$ cat src/rtl/rrra_pkg.sv
// Package for the round-robin resource allocator: word types, mode and
// register codes, sequencer states. No dependencies.
`timescale 1ns / 1ps

package rrra_pkg;

  localparam int unsigned CFG_W   = 16;
  localparam int unsigned CFG_IDX_W = 2;

  localparam logic [2:0] MODE_TAKE_THREADS = 3'd0;
  localparam logic [2:0] MODE_FREE_THREADS = 3'd1;
  localparam logic [2:0] MODE_TAKE_PORT    = 3'd2;
  localparam logic [2:0] MODE_FREE_PORT    = 3'd3;
  localparam logic [2:0] MODE_QUERY_SLOT   = 3'd4;
  localparam logic [2:0] MODE_OCCUPY_SLOT  = 3'd5;
  localparam logic [2:0] MODE_FREE_SLOT    = 3'd6;

  localparam logic [CFG_IDX_W-1:0] CFG_CORE_LIMIT    = 2'd0;
  localparam logic [CFG_IDX_W-1:0] CFG_FIRST_PORT    = 2'd1;
  localparam logic [CFG_IDX_W-1:0] CFG_POOL_COUNT    = 2'd2;
  localparam logic [CFG_IDX_W-1:0] CFG_PREPROC_LIMIT = 2'd3;

  typedef struct packed {
    logic [2:0]  mode;
    logic [9:0]  thread_request;
    logic [15:0] port_to_free;
    logic [63:0] available_mask;
  } in_word_t;

  typedef struct packed {
    logic        granted;
    logic [15:0] port_number;
    logic [9:0]  threads_in_use;
    logic [7:0]  slots_active;
  } out_word_t;

  typedef enum logic [1:0] {
    ST_IDLE,
    ST_WRAP,
    ST_SCAN
  } state_e;

endpackage

$ cat src/rtl/round_robin_resource_allocator.sv
// Round-robin resource allocator: thread credits, port pool, slot counter.
// Depends on rrra_pkg.
//
// Usage: one input word per request on in_valid_i/in_stall_o/in_word_i, one
// result word per request on out_valid_o/out_stall_i/out_word_o. A word moves
// at a clock edge with valid high and stall low. Registers are written on
// cfg_we_i with cfg_index_i and cfg_data_i; the user must write them only
// while no request is in flight, as the block itself does not enforce this.
// Every request except a take-port on a non-empty pool gives its result in
// the cycle after acceptance. A take-port request on a non-empty pool first
// reduces the round-robin pointer into the pool in ST_WRAP (one subtract of
// the pool size per cycle, needed when the pool shrank), then tests one pool
// entry per cycle in ST_SCAN with a single compare and increment unit, up to
// min(pool_count, POOL_DEPTH) entries. One request is in flight at a time.
// A finished result sits in the output register until taken; while it is
// stalled no new word is accepted. Reset clears the configuration registers,
// the busy map, the counters and the pointer, and leaves the output empty.
`timescale 1ns / 1ps

module round_robin_resource_allocator
  import rrra_pkg::*;
#(
  parameter int unsigned POOL_DEPTH = 64
) (
  input  logic                 clk_i,
  input  logic                 rst_ni,
  input  logic                 in_valid_i,
  output logic                 in_stall_o,
  input  in_word_t             in_word_i,
  output logic                 out_valid_o,
  input  logic                 out_stall_i,
  output out_word_t            out_word_o,
  input  logic                 cfg_we_i,
  input  logic [CFG_IDX_W-1:0] cfg_index_i,
  input  logic [CFG_W-1:0]     cfg_data_i
);

  localparam int unsigned IDX_W = (POOL_DEPTH > 1) ? $clog2(POOL_DEPTH) : 1;
  localparam logic [6:0] DEPTH7 = 7'(POOL_DEPTH);

  state_e state_q, state_d;

  logic [9:0]  core_limit_q;
  logic [15:0] first_port_q;
  logic [6:0]  pool_count_q;
  logic [7:0]  preproc_limit_q;

  logic [9:0]            thr_q, thr_d;
  logic [7:0]            slot_q, slot_d;
  logic [POOL_DEPTH-1:0] busy_q, busy_d;
  logic [IDX_W-1:0]      next_q, next_d;
  logic [IDX_W-1:0]      idx_q, idx_d;
  logic [6:0]            cnt_q, cnt_d;
  logic [POOL_DEPTH-1:0] mask_q, mask_d;
  logic                  out_valid_q, out_valid_d;
  out_word_t             out_q, out_d;

  logic        in_acc;
  logic [6:0]  pool_n;
  logic [6:0]  idx7;
  logic [6:0]  idx_inc7;
  logic [IDX_W-1:0] idx_wrap;
  logic        scan_hit;
  logic        scan_last;
  logic        wrap_done;
  logic [10:0] thr_sum;
  logic [15:0] free_off;

  assign in_stall_o  = (state_q != ST_IDLE) || (out_valid_q && out_stall_i);
  assign in_acc      = in_valid_i && !in_stall_o;
  assign out_valid_o = out_valid_q;
  assign out_word_o  = out_q;

  assign pool_n    = (pool_count_q > DEPTH7) ? DEPTH7 : pool_count_q;
  assign idx7      = 7'(idx_q);
  assign idx_inc7  = idx7 + 7'd1;
  assign idx_wrap  = (idx_inc7 == pool_n) ? '0 : IDX_W'(idx_inc7);
  assign scan_hit  = !busy_q[idx_q] && mask_q[idx_q];
  assign scan_last = (cnt_q + 7'd1) == pool_n;
  assign wrap_done = idx7 < pool_n;
  assign thr_sum   = {1'b0, thr_q} + {1'b0, in_word_i.thread_request};
  assign free_off  = in_word_i.port_to_free - first_port_q;

  always_ff @(posedge clk_i or negedge rst_ni) begin
    if (!rst_ni) begin
      core_limit_q    <= '0;
      first_port_q    <= '0;
      pool_count_q    <= '0;
      preproc_limit_q <= '0;
    end else if (cfg_we_i) begin
      case (cfg_index_i)
        CFG_CORE_LIMIT:    core_limit_q    <= cfg_data_i[9:0];
        CFG_FIRST_PORT:    first_port_q    <= cfg_data_i[15:0];
        CFG_POOL_COUNT:    pool_count_q    <= cfg_data_i[6:0];
        CFG_PREPROC_LIMIT: preproc_limit_q <= cfg_data_i[7:0];
        default: ;
      endcase
    end
  end

  // next state
  always_comb begin
    state_d = state_q;
    case (state_q)
      ST_IDLE: begin
        if (in_acc && in_word_i.mode == MODE_TAKE_PORT && pool_n != 7'd0) begin
          state_d = ST_WRAP;
        end
      end
      ST_WRAP: begin
        if (wrap_done) begin
          state_d = ST_SCAN;
        end
      end
      ST_SCAN: begin
        if (scan_hit || scan_last) begin
          state_d = ST_IDLE;
        end
      end
      default: state_d = ST_IDLE;
    endcase
  end

  // datapath
  always_comb begin
    thr_d       = thr_q;
    slot_d      = slot_q;
    busy_d      = busy_q;
    next_d      = next_q;
    idx_d       = idx_q;
    cnt_d       = cnt_q;
    mask_d      = mask_q;
    out_valid_d = out_valid_q && out_stall_i;
    out_d       = out_q;
    case (state_q)
      ST_IDLE: begin
        if (in_acc) begin
          out_d.granted     = 1'b0;
          out_d.port_number = '0;
          out_valid_d       = 1'b1;
          case (in_word_i.mode)
            MODE_TAKE_THREADS: begin
              if (thr_sum <= {1'b0, core_limit_q}) begin
                thr_d         = thr_sum[9:0];
                out_d.granted = 1'b1;
              end
            end
            MODE_FREE_THREADS: begin
              thr_d = (in_word_i.thread_request >= thr_q) ? '0 :
                      thr_q - in_word_i.thread_request;
            end
            MODE_TAKE_PORT: begin
              if (pool_n != 7'd0) begin
                out_valid_d = 1'b0;
                idx_d       = next_q;
                cnt_d       = '0;
                mask_d      = in_word_i.available_mask[POOL_DEPTH-1:0];
              end
            end
            MODE_FREE_PORT: begin
              if (free_off < {9'd0, pool_n}) begin
                busy_d[free_off[IDX_W-1:0]] = 1'b0;
              end
            end
            MODE_QUERY_SLOT: out_d.granted = slot_q < preproc_limit_q;
            MODE_OCCUPY_SLOT: begin
              if (slot_q != 8'hFF) slot_d = slot_q + 8'd1;
            end
            MODE_FREE_SLOT: begin
              if (slot_q != 8'd0) slot_d = slot_q - 8'd1;
            end
            default: ;
          endcase
          out_d.threads_in_use = thr_d;
          out_d.slots_active   = slot_d;
        end
      end
      ST_WRAP: begin
        if (!wrap_done) begin
          idx_d = IDX_W'(idx7 - pool_n);
        end
      end
      ST_SCAN: begin
        if (scan_hit) begin
          busy_d[idx_q]     = 1'b1;
          next_d            = idx_wrap;
          out_d.granted     = 1'b1;
          out_d.port_number = first_port_q + 16'(idx_q);
          out_valid_d       = 1'b1;
        end else begin
          idx_d = idx_wrap;
          cnt_d = cnt_q + 7'd1;
          if (scan_last) begin
            out_d.granted     = 1'b0;
            out_d.port_number = '0;
            out_valid_d       = 1'b1;
          end
        end
      end
      default: ;
    endcase
  end

  always_ff @(posedge clk_i or negedge rst_ni) begin
    if (!rst_ni) begin
      state_q     <= ST_IDLE;
      thr_q       <= '0;
      slot_q      <= '0;
      busy_q      <= '0;
      next_q      <= '0;
      idx_q       <= '0;
      cnt_q       <= '0;
      out_valid_q <= 1'b0;
    end else begin
      state_q     <= state_d;
      thr_q       <= thr_d;
      slot_q      <= slot_d;
      busy_q      <= busy_d;
      next_q      <= next_d;
      idx_q       <= idx_d;
      cnt_q       <= cnt_d;
      out_valid_q <= out_valid_d;
    end
  end

  always_ff @(posedge clk_i) begin
    mask_q <= mask_d;
    out_q  <= out_d;
  end

  a_scan_out_empty: assert property (@(posedge clk_i) disable iff (!rst_ni)
    (state_q == ST_SCAN || state_q == ST_WRAP) |-> !out_valid_q)
    else $error("result pending during port scan");

  a_scan_bound: assert property (@(posedge clk_i) disable iff (!rst_ni)
    (state_q == ST_SCAN) |-> (cnt_q < pool_n && idx7 < pool_n))
    else $error("scan index or count outside pool");

  a_hit_marks_busy: assert property (@(posedge clk_i) disable iff (!rst_ni)
    (state_q == ST_SCAN && scan_hit) |=> busy_q[$past(idx_q)] && out_valid_q)
    else $error("granted entry not marked busy");

  a_slot_hold: assert property (@(posedge clk_i) disable iff (!rst_ni)
    !in_acc |=> $stable(slot_q) && $stable(thr_q))
    else $error("counter changed without a request");

endmodule
$ cat config.mk
export PLATFORM = sky130hd
export DESIGN_NAME = round_robin_resource_allocator
export DESIGN_NICKNAME = d
export VERILOG_FILES = /design/src/rtl/rrra_pkg.sv /design/src/rtl/round_robin_resource_allocator.sv
export SDC_FILE = /design/constraint.sdc
export NUM_CORES = 1
export LEC_CHECK = 0
export BUFFER_PORTS_ARGS = -buffer_cell sky130_fd_sc_hd__buf_2
export CORE_ASPECT_RATIO = 0.5
export CORE_MARGIN = 1
export CORE_UTILIZATION = 30
export CTS_CLUSTER_DIAMETER = 120
export CTS_CLUSTER_SIZE = 20
export DETAILED_ROUTE_END_ITERATION = 12
export PLACE_DENSITY = 0.53
export SETUP_SLACK_MARGIN = 0.4
export SLEW_MARGIN = 25
export SYNTH_ARGS = -nofsm -noshare
export SYNTH_HDL_FRONTEND = slang
export SYNTH_SLANG_ARGS = --single-unit
$ cat constraint.sdc
create_clock -name clk_i -period 15 [get_ports clk_i]
set_input_delay 0.75 -clock clk_i [delete_from_list [all_inputs] [get_ports clk_i]]
set_output_delay 0.75 -clock clk_i [all_outputs]
set_load 0.01 [all_outputs]
==> flow_metrics.env, run 1 <==
export IMPL_dp_final_hpwl_mm=29.3
export IMPL_final_common_cell="buf_2"
export IMPL_syn_avg_cell_area_um2=10.6
export IMPL_yosys_warnings=0
export IMPL_wl_per_cell_um=19.7
export IMPL_setup_viol=0
export IMPL_ys_flop_type="dfrtp_1"
export IMPL_syn_num_nets=1574
export IMPL_critPathKind="reg -> reg"
export IMPL_numCtsBuffers=16
export IMPL_htree_num_levels=1
export IMPL_grt_pass1_wl_mm=64.7
export IMPL_clock_sinks=244
export IMPL_globalRouteOverflowTotal=0
export IMPL_ios=153
export IMPL_antenna_cells=0
export IMPL_finalPower_mw=2.91
export IMPL_layout_cells_non_filler=2143
export IMPL_ys_seq_area_frac=0.454
export IMPL_ctsHoldBuffers=0
export IMPL_totalWireLength_mm=42.2
export IMPL_die_h_um=158
export IMPL_dieWidth_um=313
export IMPL_insertion_delay_ps=530
export IMPL_vias_per_cell=5.29
export IMPL_cts_setup_buffers=0
export IMPL_cts_tree="built"
export IMPL_nets=1695
export IMPL_yosysTopAreaCell="dfrtp_1"
export IMPL_maxCapViolCount=0
export IMPL_use_met1=0.240
export IMPL_hold_violations=0
export IMPL_finClkSkew_ps=37.5
export IMPL_p_leak_nw=6.76
export IMPL_post_synth_top_area_fraction=0.249
export IMPL_finalCritPeriodShare=0.292
export IMPL_hold_class="in -> async"
export IMPL_path_max_fanout=75
export IMPL_synthCells=1374
export IMPL_place_inst=2115
export IMPL_max_slew_worst_pin_slew_ps=1140
export IMPL_postSynthRegisterBits=244
export IMPL_synth_area_leaders="dfrtp_1, edfxtp_1, ha_1, a2bb2oi_1, mux2_2"
export IMPL_power_density_nw_per_um2=177
export IMPL_maxSlewHeadroom=0.238
export IMPL_crit_path_start_kind="flip-flop"
export IMPL_rsz0062_at_grt="false"
export IMPL_area_growth_pct=13.4
export IMPL_grtUsageTotal=0.168
export IMPL_grt_met2_usage=0.266
export IMPL_initial_core_util=0.307
export IMPL_drive_gt1_frac=0.185
export IMPL_fin_crit_ps=4390
export IMPL_status="finished, final reports clean"
export IMPL_drt_first_pass_iters=5
export IMPL_grt_max_degree=76
export IMPL_mostFrequentLayoutCells="buf_2, dfrtp_1, nand2_1, edfxtp_1, inv_1"
export IMPL_clock_path_buffers=3
export IMPL_row_count=56
export IMPL_fmax_mhz=228
export IMPL_gp_congestion=0.845
export IMPL_arrival_ps=4790
export IMPL_path_clk_slew_ps=100
export IMPL_die_area_um2=49400
export IMPL_worstPathRequired_ps=15400
export IMPL_nFillCells=4888
export IMPL_drt_initial_drc_count=912
export IMPL_async_flop_share=0.594
export IMPL_rr_worst_depth=11
export IMPL_globalRouteMet3Util=0.0265
export IMPL_peakVddDrop_mv=0.124
export IMPL_syn_cell_area_um2=14600
export IMPL_grt_pass1_vias=10938
export IMPL_root_buffer="clkbuf_16"
export IMPL_antenna_found_initial=1
export IMPL_finalMaxSlewViolations=0
export IMPL_portBuffers=152
export IMPL_end_kind="flip-flop"
export IMPL_grt_busiest_layer="met2"
export IMPL_post_route_drc_count=0
export IMPL_via_count=11330
export IMPL_synth_cell_type_count=85
export IMPL_ctsResizeCount=0
export IMPL_core_um2=47400
export IMPL_synth_edf_count=99
export IMPL_detail_route_antenna_nets=0
export IMPL_timing_setup_tns_ps=0
export IMPL_fin_util=0.348
==> flip-flops by register name, indices dropped and copies added (netlist names), 6 cells and up <==
| register | flops |
|---|---|
| busy_q | 64 |
| mask_q | 64 |
| out_word_o | 35 |
| first_port_q | 16 |
| core_limit_q | 10 |
| thr_q | 10 |
| preproc_limit_q | 8 |
| slot_q | 8 |
| cnt_q | 7 |
| pool_count_q | 7 |
| idx_q | 6 |
| next_q | 6 |
==> cells in the mapped netlist, types with 7 or more instances <==
| cell | instances |
|---|---|
| a21oi_1 | 57 |
| nand2b_1 | 20 |
| o31ai_1 | 9 |
| nor2b_1 | 18 |
| mux4_2 | 18 |
| buf_2 | 20 |
| nand3_1 | 33 |
| clkbuf_1 | 40 |
| inv_1 | 88 |
| dfrtp_1 | 145 |
| and3_1 | 11 |
| nor4b_1 | 11 |
| a22oi_1 | 9 |
| a2bb2oi_1 | 63 |
| a21o_1 | 19 |
| o221ai_1 | 7 |
| ha_1 | 79 |
| nand2_1 | 109 |
| a31oi_1 | 10 |
| nand3b_1 | 9 |
| nor2_1 | 74 |
| nor4_1 | 62 |
| mux2i_1 | 25 |
| nand4_1 | 11 |
| xnor2_1 | 35 |
| and2_1 | 7 |
| edfxtp_1 | 99 |
| o21ai_0 | 59 |
| mux2_2 | 38 |
| xor2_1 | 22 |
| nor3_1 | 26 |
==> cells by family after synthesis <==
family,Yosys count,share of synthesized area
AND/OR/NAND/NOR,431,0.161
AO/OA/AOI/OAI,317,0.155
flip-flops,244,0.454
buffers and inverters,159,0.0449
adder cells (fa/ha/maj),84,0.0748
multiplexers,82,0.0763
XOR/XNOR,57,0.0343
==> path summary, 6_finish.rpt <==
kind | from | endpoint | slack, ps
max in group asynchronous | rst_ni | idx_q[2] | 13530
worst max register to register | idx_q[2] | state_q[0] | 10610
worst max-delay path | idx_q[2] | state_q[0] | 10610
worst min register to register | next_q[4] | next_q[4] | 480
min in group clk_i | in_word_i[28] | mask_q[28] | 400
worst min-delay path | rst_ni | first_port_q[13] | 240
==> layer usage <==
layer	wire, um	part of all wire	up-vias
met3	1940	0.046	52
met2	19000	0.45	256
met1	20400	0.48	5635
met5	17	0.00040	-
met4	841	0.020	2
li1	-	-	5385
==> critical path: stages, from the launching register on <==
cell and delay (ps):
dfrtp_2 700, buf_4 450, nor2b_1 560, a22oi_1 190
o2bb2ai_1 190, a21oi_1 110, o2111ai_1 290, o21a_2 240
buf_4 700, a21boi_0 300, o21ai_0 170, mux2_2 350
==> per-stage QoR <==
step	setup WS, ps	hold WS [ps]	instance area [um2]
6_report	10610	236	16500
5_1_grt	10320	279	16500
4_1_cts	10670	255	16500
3_5_place_dp	10230	461	16000
3_3_place_gp	10320	454	16000
2_1_floorplan	9360	443	14600
==> power breakdown <==
part	switching (mW)	internal, mW	leakage (nW)
combinational	0.901	0.559	3.74
clock	0.249	0.216	0.229
sequential	0.137	0.852	2.79
total	1.29	1.63	6.76
==> area by class of cell <==
type	count	area (um2)	share of cell area
multi-input combinational	971	7370	0.446
sequential	244	6600	0.400
timing repair buffer	171	913	0.0553
tap	638	798	0.0484
clock buffer	27	463	0.0281
inverter	91	342	0.0207
clock inverter	1	16.3	0.000986
Note: power is estimated with default switching activity, not from simulation.
==> run 2, diff against run 1 <==
- clock period: 15 -> 4.04 ns (I/O delays scaled with it)
==> run 2 against run 1 <==
Sequential share of layout area decreased by 6.0 points. Count of clock-buffer cells in the layout shrank 2. Register-to-register slack got worse by 10000 ps. Cell area rose by 18%. Die area unchanged. Highest routed layer is now met4.
==> flow_metrics.env, run 2 (same netlist as run 1, synthesis figures left out) <==
export IMPL_critPathKind="reg -> reg"
export IMPL_drt_initial_drc_count=802
export IMPL_root_buffer="clkbuf_16"
export IMPL_die_area_um2=49400
export IMPL_fin_util=0.410
export IMPL_core_um2=47400
export IMPL_clock_path_buffers=3
export IMPL_final_common_cell="buf_2"
export IMPL_end_kind="flip-flop"
export IMPL_grtUsageTotal=0.177
export IMPL_r2r_start="thr_q[0]"
export IMPL_globalRouteMet3Util=0.0263
export IMPL_ios=153
export IMPL_finClkSkew_ps=48.1
export IMPL_combPwrFrac=0.573
export IMPL_fmax_mhz=264
export IMPL_grt_pass1_wl_mm=68.5
export IMPL_mostFrequentLayoutCells="buf_2, dfrtp_1, nand2_1, edfxtp_1, inv_1"
export IMPL_maxSlewHeadroom=0.201
export IMPL_dpl_cell_area_um2=16300
export IMPL_arrival_ps=4070
export IMPL_totalWireLength_mm=45.3
export IMPL_path_clk_slew_ps=100
export IMPL_grt_max_degree=73
export IMPL_fin_ws_ps=257
export IMPL_fin_crit_ps=3780
export IMPL_post_route_drc_count=0
export IMPL_grt_busiest_layer="met2"
export IMPL_crit_path_start_kind="flip-flop"
export IMPL_max_slew_worst_pin_slew_ps=1190
export IMPL_detail_route_antenna_nets=0
export IMPL_maxCapViolCount=0
export IMPL_grt_met2_usage=0.304
export IMPL_power_frac_clock=0.134
export IMPL_min_delay_start="cfg_data_i[4]"
export IMPL_worstPathRequired_ps=4330
export IMPL_gp_congestion=0.888
export IMPL_drt_first_pass_iters=5
export IMPL_p_leak_nw=7.81
export IMPL_antenna_found_initial=0
export IMPL_p_sw_frac=0.445
export IMPL_finalCritPeriodShare=0.936
export IMPL_path_max_fanout=7
export IMPL_p_sw_mw=5.60
export IMPL_layout_cells_non_filler=2295
export IMPL_wl_per_cell_um=19.8
export IMPL_globalRouteOverflowTotal=0
export IMPL_drive_gt1_frac=0.302
export IMPL_place_inst=2144
export IMPL_peakVddDrop_mv=0.605
export IMPL_numCtsBuffers=16
export IMPL_vias_per_cell=5.20
export IMPL_timing_setup_tns_ps=0
export IMPL_portBuffers=152
export IMPL_clock_sinks=244
export IMPL_r2r_setup_slack_ps=260
export IMPL_cts_tree="built"
export IMPL_die_h_um=158
export IMPL_place_ws_ps=-14.3
export IMPL_dp_final_hpwl_mm=30.8
export IMPL_status="finished, final reports clean"
export IMPL_finalMaxSlewViolations=0
export IMPL_rsz0062_at_grt="true"
export IMPL_rr_worst_depth=21
export IMPL_initial_core_util=0.307
export IMPL_use_met1=0.234
export IMPL_dieWidth_um=313
export IMPL_hold_violations=0
export IMPL_insertion_delay_ps=540
export IMPL_htree_num_levels=1
export IMPL_nets=1848
export IMPL_holdPathEnd="core_limit_q[4]"
export IMPL_finalPower_mw=12.6
export IMPL_area_growth_pct=33.6
export IMPL_row_count=56
export IMPL_holdPathStages=3
export IMPL_setup_viol=0
export IMPL_hold_ws_ps=20.4
export IMPL_power_frac_seq=0.293
export IMPL_via_count=11934
export IMPL_final_cell_area_um2=19400
export IMPL_grt_pass1_vias=11857
export IMPL_antenna_cells=0
export IMPL_hold_class="in -> reg"
export IMPL_power_density_nw_per_um2=647
export IMPL_internal_power_mw=6.97
export IMPL_r2r_end="out_word_o[12]"
run 2: per-layer routing:
layer / routed length (um) / vias up
li1: - / 5687
met1: 20100 / 5900
met2: 22300 / 291
met3: 2090 / 56
met4: 856 / 0
met5: 0 / -
run 2: repair_timing:
action                                  4_1_cts  5_1_grt
buffers inserted                             24       13
hold buffers                                 77        0
endpoints found under the hold margin       143        0
pin swaps                                    36       95
gates cloned                                  4        6
endpoints found under the setup margin       84       91
gates resized for setup                      82      151
run 2: worst max path at each step:
stage                          startpoint             end  slack (ps)  cells past startpoint
after floorplan                  thr_q[2]  out_word_o[12]         450                     15
after global placement      in_word_i[64]      busy_q[18]          90                     17
after detailed placement  first_port_q[0]      busy_q[16]         -10                     15
after CTS                 first_port_q[0]      busy_q[20]         320                     16
after global routing             thr_q[0]  out_word_o[12]          70                     21
final                            thr_q[0]  out_word_o[12]         260                     21
run 2: power by group through the flow:
stage / sequential (mW) / clock (mW) / combinational, mW
after CTS: 3.67 / 1.74 / 6.29
after global placement: 3.71 / 0 / 5.63
after global routing: 3.76 / 1.81 / 7.79
after detailed placement: 3.71 / 0 / 5.63
after floorplan: 3.55 / 0 / 3.96
final: 3.69 / 1.68 / 7.20
run 2: worst max-delay path: stages, from the launching register on:
cell	delay (ps)
dfrtp_1	370
ha_2	190
inv_2	40
fa_2	370
o21bai_4	170
a21oi_4	90
nor2_1	110
nor2_1	50
nor2_1	120
nor2_2	70
xnor2_2	160
ha_1	330
nand4_1	150
buf_4	170
nor2_1	90
a41oi_1	140
a21oi_2	220
buf_6	160
mux2i_1	80
a222oi_1	260
buf_4	190
inv_1	40
run 2: area by class of cell:
cell class	count	area, um2
repair buffers	324	2550
fillers	4561	27900
flip-flops and latches	244	6610
inverters	91	342
clock inverters	2	32.5
well taps	638	798
multi-input cells	971	8670
clock buffers	25	434
